### config.mk
export PLATFORM = sky130hd
export DESIGN_NAME = pss_decay
export DESIGN_NICKNAME = d
export VERILOG_FILES = /design/src/hw/rtl/pss_decay.sv
export SDC_FILE = /design/constraint.sdc
export NUM_CORES = 1
export LEC_CHECK = 0
export ABC_AREA = 1
export BUFFER_PORTS_ARGS = -buffer_cell sky130_fd_sc_hd__buf_2
export CORE_MARGIN = 1
export CORE_UTILIZATION = 55
export DETAILED_ROUTE_END_ITERATION = 16
export GPL_TIMING_DRIVEN = 0
export PLACE_DENSITY_LB_ADDON = 0.1
export SETUP_SLACK_MARGIN = 0.02
export SYNTH_ARGS = -nofsm -noshare
export SYNTH_HDL_FRONTEND = slang
export SYNTH_SLANG_ARGS = --single-unit
export TNS_END_PERCENT = 30
### constraint.sdc
create_clock -name clock -period 8.86 [get_ports clock]
set_input_delay 2.215 -clock clock [delete_from_list [all_inputs] [get_ports clock]]
set_output_delay 2.215 -clock clock [all_outputs]
set_load 0.03 [all_outputs]
### src/hw/rtl/pss_decay.sv
`default_nettype none
module pss_decay (
   input  wire logic               clock,
   input  wire logic signed [15:0] sample_a,
   input  wire logic signed [15:0] sample_b,
   input  wire logic [15:0]        decay_q16,
   output logic signed [15:0]      result
);

   logic signed [16:0] pair_sum;
   logic signed [33:0] product_in;
   logic signed [33:0] product_ff;
   logic signed [33:0] biased;

   assign pair_sum   = 17'(sample_a) + 17'(sample_b);
   assign product_in = $signed({1'b0, decay_q16}) * pair_sum;

   always_ff @(posedge clock) begin
      product_ff <= product_in;
   end

   // truncate toward zero: bias negatives before the arithmetic shift
   assign biased = product_ff[33] ? product_ff + 34'sd131071 : product_ff;
   assign result = 16'(biased >>> 17);

endmodule
`default_nettype wire

==> metrics.txt <==
status=finished clean; Routed Antenna Nets=0; CTS tree=done; DIE AREA=22980 um^2; worst min-delay path category=input port to flip-flop; layout cell share with drive strength beyond 1=6.507%; ys flop type=dfxtp_1; I/O Pins=65; Core ar.=21890 um^2; Worst EP required=9.03 ns; Die Y=151.6 um; Synth area leaders=fa_1 34%, ha_1 15%, inv_1 14%, nand2_1 13%, nor2_1 5.7%; Max Clk Rate=116.6 MHz; yosys warns=0; Post-synth EDFFs=0; Final Cell Area=13210 um^2; clock buffer depth=2; slowest cell delay on critical path=0.55 ns; via count=10784; Regs by FF count=product_ff x34; Final Hold Vio Count=0; Synth top area share=34.16%; sequential area share after synthesis=5.531%; Post-DP Area=12970 um^2; Layout area overhead=7.300%; slew at the pin with the worst max-slew slack=0.8069 ns; kind of critical path=input port to flip-flop; Tcrit/Tclk final=96.77%; wire per inst=15.45 um; CP dominant cell by count=fa_1; relative slew slack=46.21%; synthesized flop and latch total=34; Detailed Place HPWL=27.73 mm; Biggest register=product_ff; Setup violations, final=0; CTS Hold Bufs=0; Starting Density=56.22%; CP Launch Type=input port; Routed WL=32.10 mm; clk root buf=clkbuf_16; Distinct cells, synth=30; syn avg cell area=7.122 um^2; setup bufs post-CTS=0; fraction of registers with async set/reset=0%; final worst slack=0.2863 ns; largest net degree at the start of global routing=12; pre-CTS setup slack=-0.2121 ns; Crit path arrival time=8.74 ns; vias per cell=5.190; Tmin final=8.574 ns; final core occ=60.32%; Slew Viols, Final=0; endpoint class of the critical path=flip-flop; FP Rows=54; clock transition at the registers of the reported paths=0.05 ns; first-iteration detailed-routing DRC count=670; vias in the first global route=10449; Gate Count Post-Synth=1728; Critical Path Fanout Max=10; Synth area leader=fa_1; cell area after synthesis=12310 um^2; TritonCTS Buffers=5; Detailed Routing Iterations Pass 1=6; Worst Setup SP=sample_a[0]; H-tree Lvls=2; total gr overflow=0; Nets=2200; # DRC=0; CP max-delay cell=fa_1; initial antenna violation count=0; number of buffers added on ports=62; Mapped Nets=2131; routability cong.=0.9720; GRT Total Usage=30.32%; first-pass GRT wire length=52.67 mm; Max-cap violations=0; ant diodes=0; Worst Hold Launch=decay_q16[0]; die width=151.6 um; Clock Sink Count=34; max reg flops=34
## path summary, 6_finish.rpt
| check | endpoint | slack (ns) | cells after the start |
|---|---|---|---|
| worst max-delay path | product_ff[32] | 0.29 | 29 |
| worst min-delay path | product_ff[0] | 2.34 | 3 |
## cells by family (layout without fill, tap and decap cells)
group,Yosys count,in the layout,synth area share (%)
fa+ha+maj,354,354,48.80
xor+xnor,29,29,2.216
compound gates,43,43,1.871
flops,34,34,5.531
simple gates,790,790,26.81
buf+inv,478,548,14.77
## routing by layer
metal	routed length (um)	up-vias	track usage, %	share of wire [%]
met5	0	-	0	0
met4	809	0	8.267	2.5
met3	3128	49	6.018	9.7
met2	14500	389	48.58	45
met1	13660	5114	41.72	43
li1	-	5232	-	-
## per-stage QoR
stage / hold WS, ns / std cells / TNS (ns)
after floorplan: 2.308 / 1728 / 0
after global placement: 2.630 / 2070 / -0.3826
after detailed placement: 2.637 / 2070 / -0.5934
after CTS: 2.337 / 2078 / 0
after global routing: 2.349 / 2078 / -0.008235
final: 2.341 / 2078 / 0
## cell usage after synthesis (5+ instances only)
library cell and n:
nor2_1 187, nand4_1 13, xor2_1 23, nand3b_1 5, nand2_1 423, nor3_1 13, clkbuf_1 21, xnor2_1 5
fa_1 210, inv_1 443, ha_1 144, nand2_2 11, o21ai_0 6, o21bai_1 6, dfxtp_1 34, nand3_1 120
a21oi_1 31, nand3_2 6
## cells in the final DEF (no fill, tap or decap), drive strengths merged
cell type	Yosys	routed
clkbuf	21	27
and2	3	3
nand3	126	126
buf	8	70
clkinv	2	3
nand3b	6	6
xnor2	5	5
inv	447	447
nand4	13	13
clkinvlp	0	1
o21ai	6	6
dfxtp	34	34
a21oi	31	31
xor2	24	24
fa	210	210
or2	5	5
nor2	187	187
ha	144	144
o21bai	6	6
nand2	437	437
nor3	13	13
## area by class of cell
cell class | count | area, um^2
buffer | 29 | 135.1
clock buffer | 6 | 138.9
clock inverter | 2 | 12.51
fill | 2100 | 8686
inverter | 449 | 1685
multi-input combinational | 1216 | 9892
sequential | 34 | 680.7
tap | 280 | 350.3
timing repair buffer | 62 | 310.3
## worst max-delay path: cells and delay by family
family,cells,cell delay [ns]
and+or+nand+nor,12,1.60
buffers and inverters,7,0.67
xor gates and xnor gates,1,0.24
adders and majority gates,9,4.00
## what timing repair did
item | in CTS | in global routing
endpoints found under the hold margin | 0 | 0
setup endpoints to repair | 0 | 14
resized for setup | 0 | 19
Power is left out: the tool's default activity adds up to more than one toggle a clock period on the data nets, which glitch-free logic cannot reach.
