`src/hw/rtl/pss_pkg.sv`:
```
`default_nettype none
package pss_pkg;

   localparam logic [1:0] FUNC_TICK  = 2'd0;
   localparam logic [1:0] FUNC_PLUCK = 2'd1;
   localparam logic [1:0] FUNC_LOAD  = 2'd2;

   localparam logic [1:0] CSR_STRING_LENGTH = 2'd0;
   localparam logic [1:0] CSR_DECAY_Q16     = 2'd1;
   localparam logic [1:0] CSR_NOISE_SEED    = 2'd2;

   localparam logic [10:0] STRING_LENGTH_RESET = 11'd100;
   localparam logic [15:0] DECAY_Q16_RESET     = 16'd65274;
   localparam logic [15:0] NOISE_SEED_RESET    = 16'd44257;

   localparam logic [15:0] LFSR_TAPS = 16'hB400;

   typedef struct packed {
      logic [10:0] string_length;
      logic [15:0] decay_q16;
      logic [15:0] noise_seed;
   } cfg_type;

   function automatic logic [15:0] lfsr_step(input logic [15:0] state);
      logic [15:0] shifted;
      shifted = {1'b0, state[15:1]};
      if (state[0]) begin
         shifted = shifted ^ LFSR_TAPS;
      end
      return shifted;
   endfunction

endpackage
`default_nettype wire

```
`src/hw/rtl/pss_csr.sv`:
```
`default_nettype none
module pss_csr (
   input  wire logic            clock,
   input  wire logic            reset,
   input  wire logic            csr_valid,
   output logic                 csr_ready,
   input  wire logic [1:0]      csr_index,
   input  wire logic [15:0]     csr_wdata,
   output pss_pkg::cfg_type     cfg
);
   import pss_pkg::*;

   cfg_type cfg_ff, cfg_in;

   assign csr_ready = 1'b1;

   always_comb begin
      cfg_in = cfg_ff;
      if (csr_valid) begin
         case (csr_index)
            CSR_STRING_LENGTH: cfg_in.string_length = csr_wdata[10:0];
            CSR_DECAY_Q16:     cfg_in.decay_q16     = csr_wdata;
            CSR_NOISE_SEED:    cfg_in.noise_seed    = csr_wdata;
            default:           cfg_in = cfg_ff;
         endcase
      end
   end

   always_ff @(posedge clock) begin
      if (reset) begin
         cfg_ff.string_length <= STRING_LENGTH_RESET;
         cfg_ff.decay_q16     <= DECAY_Q16_RESET;
         cfg_ff.noise_seed    <= NOISE_SEED_RESET;
      end else begin
         cfg_ff <= cfg_in;
      end
   end

   assign cfg = cfg_ff;

endmodule
`default_nettype wire

```
`config.mk`:
```
export PLATFORM = sky130hd
export DESIGN_NAME = pss_csr
export DESIGN_NICKNAME = d
export VERILOG_FILES = /design/src/hw/rtl/pss_pkg.sv /design/src/hw/rtl/pss_csr.sv
export SDC_FILE = /design/constraint.sdc
export NUM_CORES = 1
export LEC_CHECK = 0
export ABC_AREA = 1
export BUFFER_PORTS_ARGS = -buffer_cell sky130_fd_sc_hd__buf_2
export CORE_ASPECT_RATIO = 1.2
export CORE_MARGIN = 2
export CORE_UTILIZATION = 48
export CTS_CLUSTER_DIAMETER = 200
export CTS_CLUSTER_SIZE = 14
export DETAILED_ROUTE_END_ITERATION = 6
export GPL_TIMING_DRIVEN = 0
export HOLD_SLACK_MARGIN = 0.1
export PLACE_DENSITY = 0.78
export SETUP_SLACK_MARGIN = 0.3
export SYNTH_ARGS = -nofsm -noshare
export SYNTH_HDL_FRONTEND = slang
export SYNTH_SLANG_ARGS = --single-unit
export TNS_END_PERCENT = 5
```
`constraint.sdc`:
```
create_clock -name clock -period 1.1 [get_ports clock]
set_input_delay 0.22 -clock clock [delete_from_list [all_inputs] [get_ports clock]]
set_output_delay 0.22 -clock clock [all_outputs]
set_load 0.01 [all_outputs]
```
==> impl_metrics.env, run 1 <==
export IMPL_syn_area_sq_um=1775
export IMPL_synth_flop_cell="dfxtp_1"
export IMPL_dp_cells=337
export IMPL_fp_dieArea_sq_um=4204
export IMPL_crit_chain="buf_6"
export IMPL_finalNetCount=330
export IMPL_end_kind="output pin"
export IMPL_grt_total_usage_pct=22.41
export IMPL_viasPerCell=5.106
export IMPL_post_route_min_period_ns=0.9717
export IMPL_syn_avg_cell_area_sq_um=7.491
export IMPL_drc=0
export IMPL_portBuffers=61
export IMPL_synth_top_area_share_pct=48.48
export IMPL_hold_path_class="in2reg"
export IMPL_yosys_top_cells_area="dfxtp_1 (48%), nand2_1 (12%), nand3_1 (9.9%)"
export IMPL_drv_slew=0
export IMPL_hold_buffers=0
export IMPL_wire_per_inst_microns=13.01
export IMPL_clock_power_share_pct=30.8
export IMPL_crit_family="flip-flops"
export IMPL_max_vdd_ir_drop_uv=766.8
export IMPL_initialDrtViolationCount=86
export IMPL_antenna_found_initial=0
export IMPL_setup_tns_ns=0
export IMPL_cts_buffers=5
export IMPL_hold_ws_ns=0.1564
export IMPL_p_seq_share_pct=52.2
export IMPL_first_pass_iters=4
export IMPL_final_hold_viol_count=0
export IMPL_clk_latency_ns=0.29
export IMPL_min_delay_start="csr_wdata[12]"
export IMPL_largest_reg_flops=43
export IMPL_start_util_pct=49.27
export IMPL_io_pins=65
export IMPL_yosys_area_share_adder_pct=0
export IMPL_grt_pass1_wl_mm=7.300
export IMPL_wl_mm=4.529
export IMPL_postRouteAntennaNets=0
export IMPL_clockRootBuffer="clkbuf_8"
export IMPL_stdcell_count=348
export IMPL_p_leak_nw=1.265
export IMPL_switching_share_pct=26.37
export IMPL_synth_seq_cells=43
export IMPL_die_h_microns=70.63
export IMPL_critPathKind="reg2out"
export IMPL_slowest_delay_ns=0.36
export IMPL_power_total_w=0.003262
export IMPL_netSwitchingPower_w=0.0008603
export IMPL_num_vias=1777
export IMPL_reg2reg_from="cfg[17]$_SDFFE_PP1P_"
export IMPL_r2r_setup_slack_ns=0.28
export IMPL_required_ns=0.88
export IMPL_die_w_microns=59.52
export IMPL_skew_ns=0
export IMPL_hold_end="cfg[12]$_SDFFE_PP0P_"
export IMPL_syn_num_nets=258
export IMPL_clock_sinks=43
export IMPL_status="completed"
export IMPL_clk_path_buf_depth=2
export IMPL_rows=24
export IMPL_synth_simple_area_share_pct=37.56
export IMPL_grt_overflow_total=0
export IMPL_power_frac_comb_pct=16.9
export IMPL_grt_max_degree=13
export IMPL_synthArstFlopShare_pct=0
export IMPL_critPathLaunchType="register"
export IMPL_syn_inst=237
export IMPL_yosys_top_cells_count="nand2_1 (55), dfxtp_1 (43), nand3_1 (35)"
export IMPL_holdPathStages=3
export IMPL_r2r_end="cfg[17]$_SDFFE_PP1P_"
export IMPL_synth_top_family_by_area="simple AND/OR/NAND/NOR gates"
export IMPL_cap_violations=0
export IMPL_hpwlAfterDp_mm=3.141
export IMPL_period_share_pct=88.34
export IMPL_synth_area_mux_share_pct=0
export IMPL_setup_violations_final=0
export IMPL_h_tree_depth=2
export IMPL_cellPowerDensity_nw_per_um2=1304
export IMPL_drive_gt1_share_pct=43.69
export IMPL_grt_pass1_vias=1604
export IMPL_tritoncts="built"
export IMPL_clk_pin_slew_ns=0.08
export IMPL_yosysMostFrequentCell="nand2_1"
export IMPL_path_buf_inv=1
export IMPL_synth_edf_count=0
export IMPL_syn_to_final_growth_pct=40.87
export IMPL_p_int_w=0.002402
export IMPL_final_core_util_pct=69.41
export IMPL_startpoint="cfg[39]$_SDFFE_PP0P_"
export IMPL_clock_fmax_mhz=1029
export IMPL_worst_r2r_path_depth=4
export IMPL_synth_compound_area_share_pct=2.255
export IMPL_antenna_cells=0
export IMPL_worstPathArrival_ns=0.75
export IMPL_synth_seq_area_share_pct=48.48
export IMPL_core_area_sq_um=3603
export IMPL_gp_congestion=0.7905
export IMPL_yosys_warnings=0
export IMPL_synth_xor_area_share_pct=0
export IMPL_cp_max_fo=2
export IMPL_yosysTopAreaCell="dfxtp_1"
export IMPL_critPathSlowestCell="dfxtp_2"
export IMPL_synth_cell_type_count=16
export IMPL_rsz0062_at_grt="true"
==> power groups by stage <==
| stage | registers [W] | logic [W] | clock network, W |
|---|---|---|---|
| final | 0.00170 | 0.000552 | 0.00101 |
| after global routing | 0.00171 | 0.000611 | 0.00108 |
| after CTS | 0.00170 | 0.000526 | 0.00103 |
| after detailed placement | 0.00171 | 0.000482 | 0 |
| after global placement | 0.00171 | 0.000476 | 0 |
| after floorplan | 0.00175 | 0.000259 | 0 |
==> per-stage QoR <==
step / worst slack [ns] / cell area (sq um)
after floorplan: 0.2340 / 1814
after global placement: 0.01325 / 2168
after detailed placement: -0.004524 / 2168
after CTS: 0.1320 / 2427
after global routing: 0.1137 / 2501
final: 0.1283 / 2501
==> per-layer routing <==
layer / share of wire (%) / vias to the layer above / track usage, % / wire length [microns]
met5: 0 / - / 0 / 0
met4: 2.1 / 0 / 7.901 / 95
met3: 5.5 / 9 / 4.388 / 248
met2: 51 / 61 / 38.22 / 2291
met1: 42 / 800 / 27.63 / 1894
li1: - / 907 / - / -
==> worst max-delay path by stage <==
stage,to,slack (ns),cells after the start
floorplan,cfg[12]$_SDFFE_PP0P_,0.23,6
global placement,cfg[21]$_SDFFE_PP1P_,0.01,6
detailed placement,cfg[6]$_SDFFE_PP1P_,-0.005,4
CTS,cfg[42],0.13,1
global route,cfg[39],0.11,1
finish,cfg[39],0.13,1
==> logic make-up (layout without fill, tap and decap cells) <==
group	after synthesis	after routing
compound gates	8	8
buf+inv	41	113
flops	43	43
other cells	1	1
simple gates	144	144
==> layout by cell type, fill, tap and decap left out, drive strengths merged, types with 2 or more instances in the layout <==
master / n
clkbuf: 9
a21oi: 8
clkinv: 2
nand2: 55
dfxtp: 43
inv: 21
nand4: 21
nor2: 31
nand3: 37
buf: 81
==> cell type report <==
type                            count  area, sq um
Clock inverter                      1        5.005
Inverter                           22        90.09
Timing Repair Buffer               65        498.0
Fill cell                         307         1102
Sequential cell                    43        913.4
Multi-Input combinational cell    153        718.2
Clock buffer                        6        82.58
Buffer                             19        145.1
Tap cell                           39        48.80
==> timing repair <==
item | 4_1_cts | 5_1_grt
setup endpoints to repair | 43 | 73
resized for setup | 57 | 11
buffers inserted | 2 | 2
Power figures use the tool's default switching activity.
==> run 2, diff against run 1 <==
- GPL_ROUTABILITY_DRIVEN: not set -> 1
- PLACE_DENSITY: 0.78 -> 0.83
==> impl_metrics.env, run 2 (synthesized netlist as in run 1, its figures left out) <==
export IMPL_status="completed"
export IMPL_clock_sinks=43
export IMPL_r2r_setup_slack_ns=0.41
export IMPL_grt_overflow_total=0
export IMPL_clock_fmax_mhz=1037
export IMPL_gp_congestion=0.8193
export IMPL_num_vias=1800
export IMPL_period_share_pct=87.70
export IMPL_grt_use_met2_pct=38.46
export IMPL_tritoncts="built"
export IMPL_drc=0
export IMPL_io_pins=65
export IMPL_cp_max_fo=2
export IMPL_hold_path_class="in2reg"
export IMPL_skew_ns=0
export IMPL_r2r_end="cfg[23]$_SDFFE_PP1P_"
export IMPL_cellPowerDensity_nw_per_um2=1278
export IMPL_finalNetCount=327
export IMPL_met1_usage_pct=24.34
export IMPL_first_pass_iters=4
export IMPL_crit_chain="buf_2"
export IMPL_final_cell_mix="nand2_1 (54), dfxtp_2 (43), buf_2 (39)"
export IMPL_wire_per_inst_microns=13.46
export IMPL_hold_buffers=0
export IMPL_antenna_found_initial=0
export IMPL_holdPathStages=3
export IMPL_hold_end="cfg[12]$_SDFFE_PP0P_"
export IMPL_required_ns=0.88
export IMPL_pre_cts_ws_ns=-0.01568
export IMPL_critPathSlowestCell="dfxtp_2"
export IMPL_cap_violations=0
export IMPL_path_buf_inv=1
export IMPL_wl_mm=4.630
export IMPL_setup_violations_final=0
export IMPL_largest_reg_flops=43
export IMPL_met3_usage_pct=6.033
export IMPL_drive_gt1_share_pct=42.95
export IMPL_hpwlAfterDp_mm=3.290
export IMPL_initialDrtViolationCount=76
export IMPL_fin_area_sq_um=2484
export IMPL_rsz0062_at_grt="true"
export IMPL_clk_pin_slew_ns=0.07
export IMPL_grt_max_degree=12
export IMPL_drv_slew=0
export IMPL_grt_total_usage_pct=22.58
export IMPL_syn_to_final_growth_pct=39.89
export IMPL_die_w_microns=59.52
export IMPL_portBuffers=61
export IMPL_clockRootBuffer="clkbuf_8"
export IMPL_start_util_pct=49.27
export IMPL_final_hold_viol_count=0
export IMPL_layout_commonest_cell="nand2_1"
export IMPL_grt_busiest_layer="met2"
export IMPL_final_core_util_pct=68.92
export IMPL_critPathLaunchType="register"
export IMPL_grt_pass1_wl_mm=7.258
export IMPL_fin_ws_ns=0.1353
export IMPL_clk_latency_ns=0.29
export IMPL_grt_pass1_vias=1722
export IMPL_core_area_sq_um=3603
export IMPL_reg2reg_from="cfg[23]$_SDFFE_PP1P_"
export IMPL_max_vdd_ir_drop_uv=710.5
export IMPL_worstPathArrival_ns=0.74
export IMPL_placed_cell_area_sq_um=2168
export IMPL_p_leak_nw=1.239
export IMPL_end_kind="output pin"
export IMPL_crit_family="flip-flops"
export IMPL_postRouteAntennaNets=0
export IMPL_viasPerCell=5.233
export IMPL_cts_buffers=5
export IMPL_antenna_cells=0
export IMPL_min_delay_start="csr_wdata[12]"
export IMPL_die_h_microns=70.63
export IMPL_worst_r2r_path_depth=3
export IMPL_h_tree_depth=2
export IMPL_power_total_w=0.003175
export IMPL_clk_path_buf_depth=2
export IMPL_slowest_delay_ns=0.32
export IMPL_fp_dieArea_sq_um=4204
export IMPL_post_route_min_period_ns=0.9647
export IMPL_critPathKind="reg2out"
export IMPL_rows=24
## run 2: metrics by stage
| stage | hold slack [ns] | setup TNS (ns) | instances |
|---|---|---|---|
| global placement | 0.4343 | 0 | 337 |
| CTS | 0.1520 | 0 | 343 |
| global route | 0.1616 | 0 | 344 |
| finish | 0.1627 | 0 | 344 |
| detailed placement | 0.4409 | -0.06714 | 337 |
| floorplan | 0.3358 | 0 | 237 |
## run 2: routing by layer
metal	up-vias	wire length [microns]
met5	-	0
met4	0	136
met3	16	214
met2	61	2372
met1	824	1906
li1	899	-
## run 2: area by class of cell
cell class | count | area [sq um]
Tap cell | 39 | 48.80
Multi-Input combinational cell | 153 | 718.2
Sequential cell | 43 | 914.6
Fill cell | 314 | 1120
Timing Repair Buffer | 62 | 494.2
Clock buffer | 6 | 72.57
Inverter | 22 | 90.09
Buffer | 19 | 145.1
## run 2: how the worst max path moves through the flow
stage,depth (start not counted),slack (ns),end,from
2_1_floorplan,6,0.23,cfg[12]$_SDFFE_PP0P_,csr_index[0]
3_3_place_gp,6,0.02,cfg[22]$_SDFFE_PP1P_,csr_index[1]
3_5_place_dp,6,-0.02,cfg[29]$_SDFFE_PP1P_,csr_index[1]
4_1_cts,1,0.13,cfg[32],cfg[32]$_SDFFE_PP0P_
5_1_grt,1,0.11,cfg[42],cfg[42]$_SDFFE_PP0P_
6_report,1,0.14,cfg[15],cfg[15]$_SDFFE_PP1P_
## run 2: worst reg2reg max path, stage by stage (launching register included)
cell,delay [ns]
dfxtp_2,0.33
buf_4,0.12
nand2_1,0.06
nand3_1,0.06
## run 2: what timing repair did
| action | CTS | global route |
|---|---|---|
| buffers inserted | 0 | 1 |
| endpoints found under the hold margin | 0 | 0 |
| resized for setup | 69 | 3 |
| endpoints found under the setup margin | 46 | 67 |
| cloned | 0 | 0 |
## run 2: report_power, final
group,internal [W],switching (W)
Combinational,0.000256,0.000299
Sequential,0.00165,0.0000514
Clock,0.000423,0.000491
Total,0.00233,0.000842
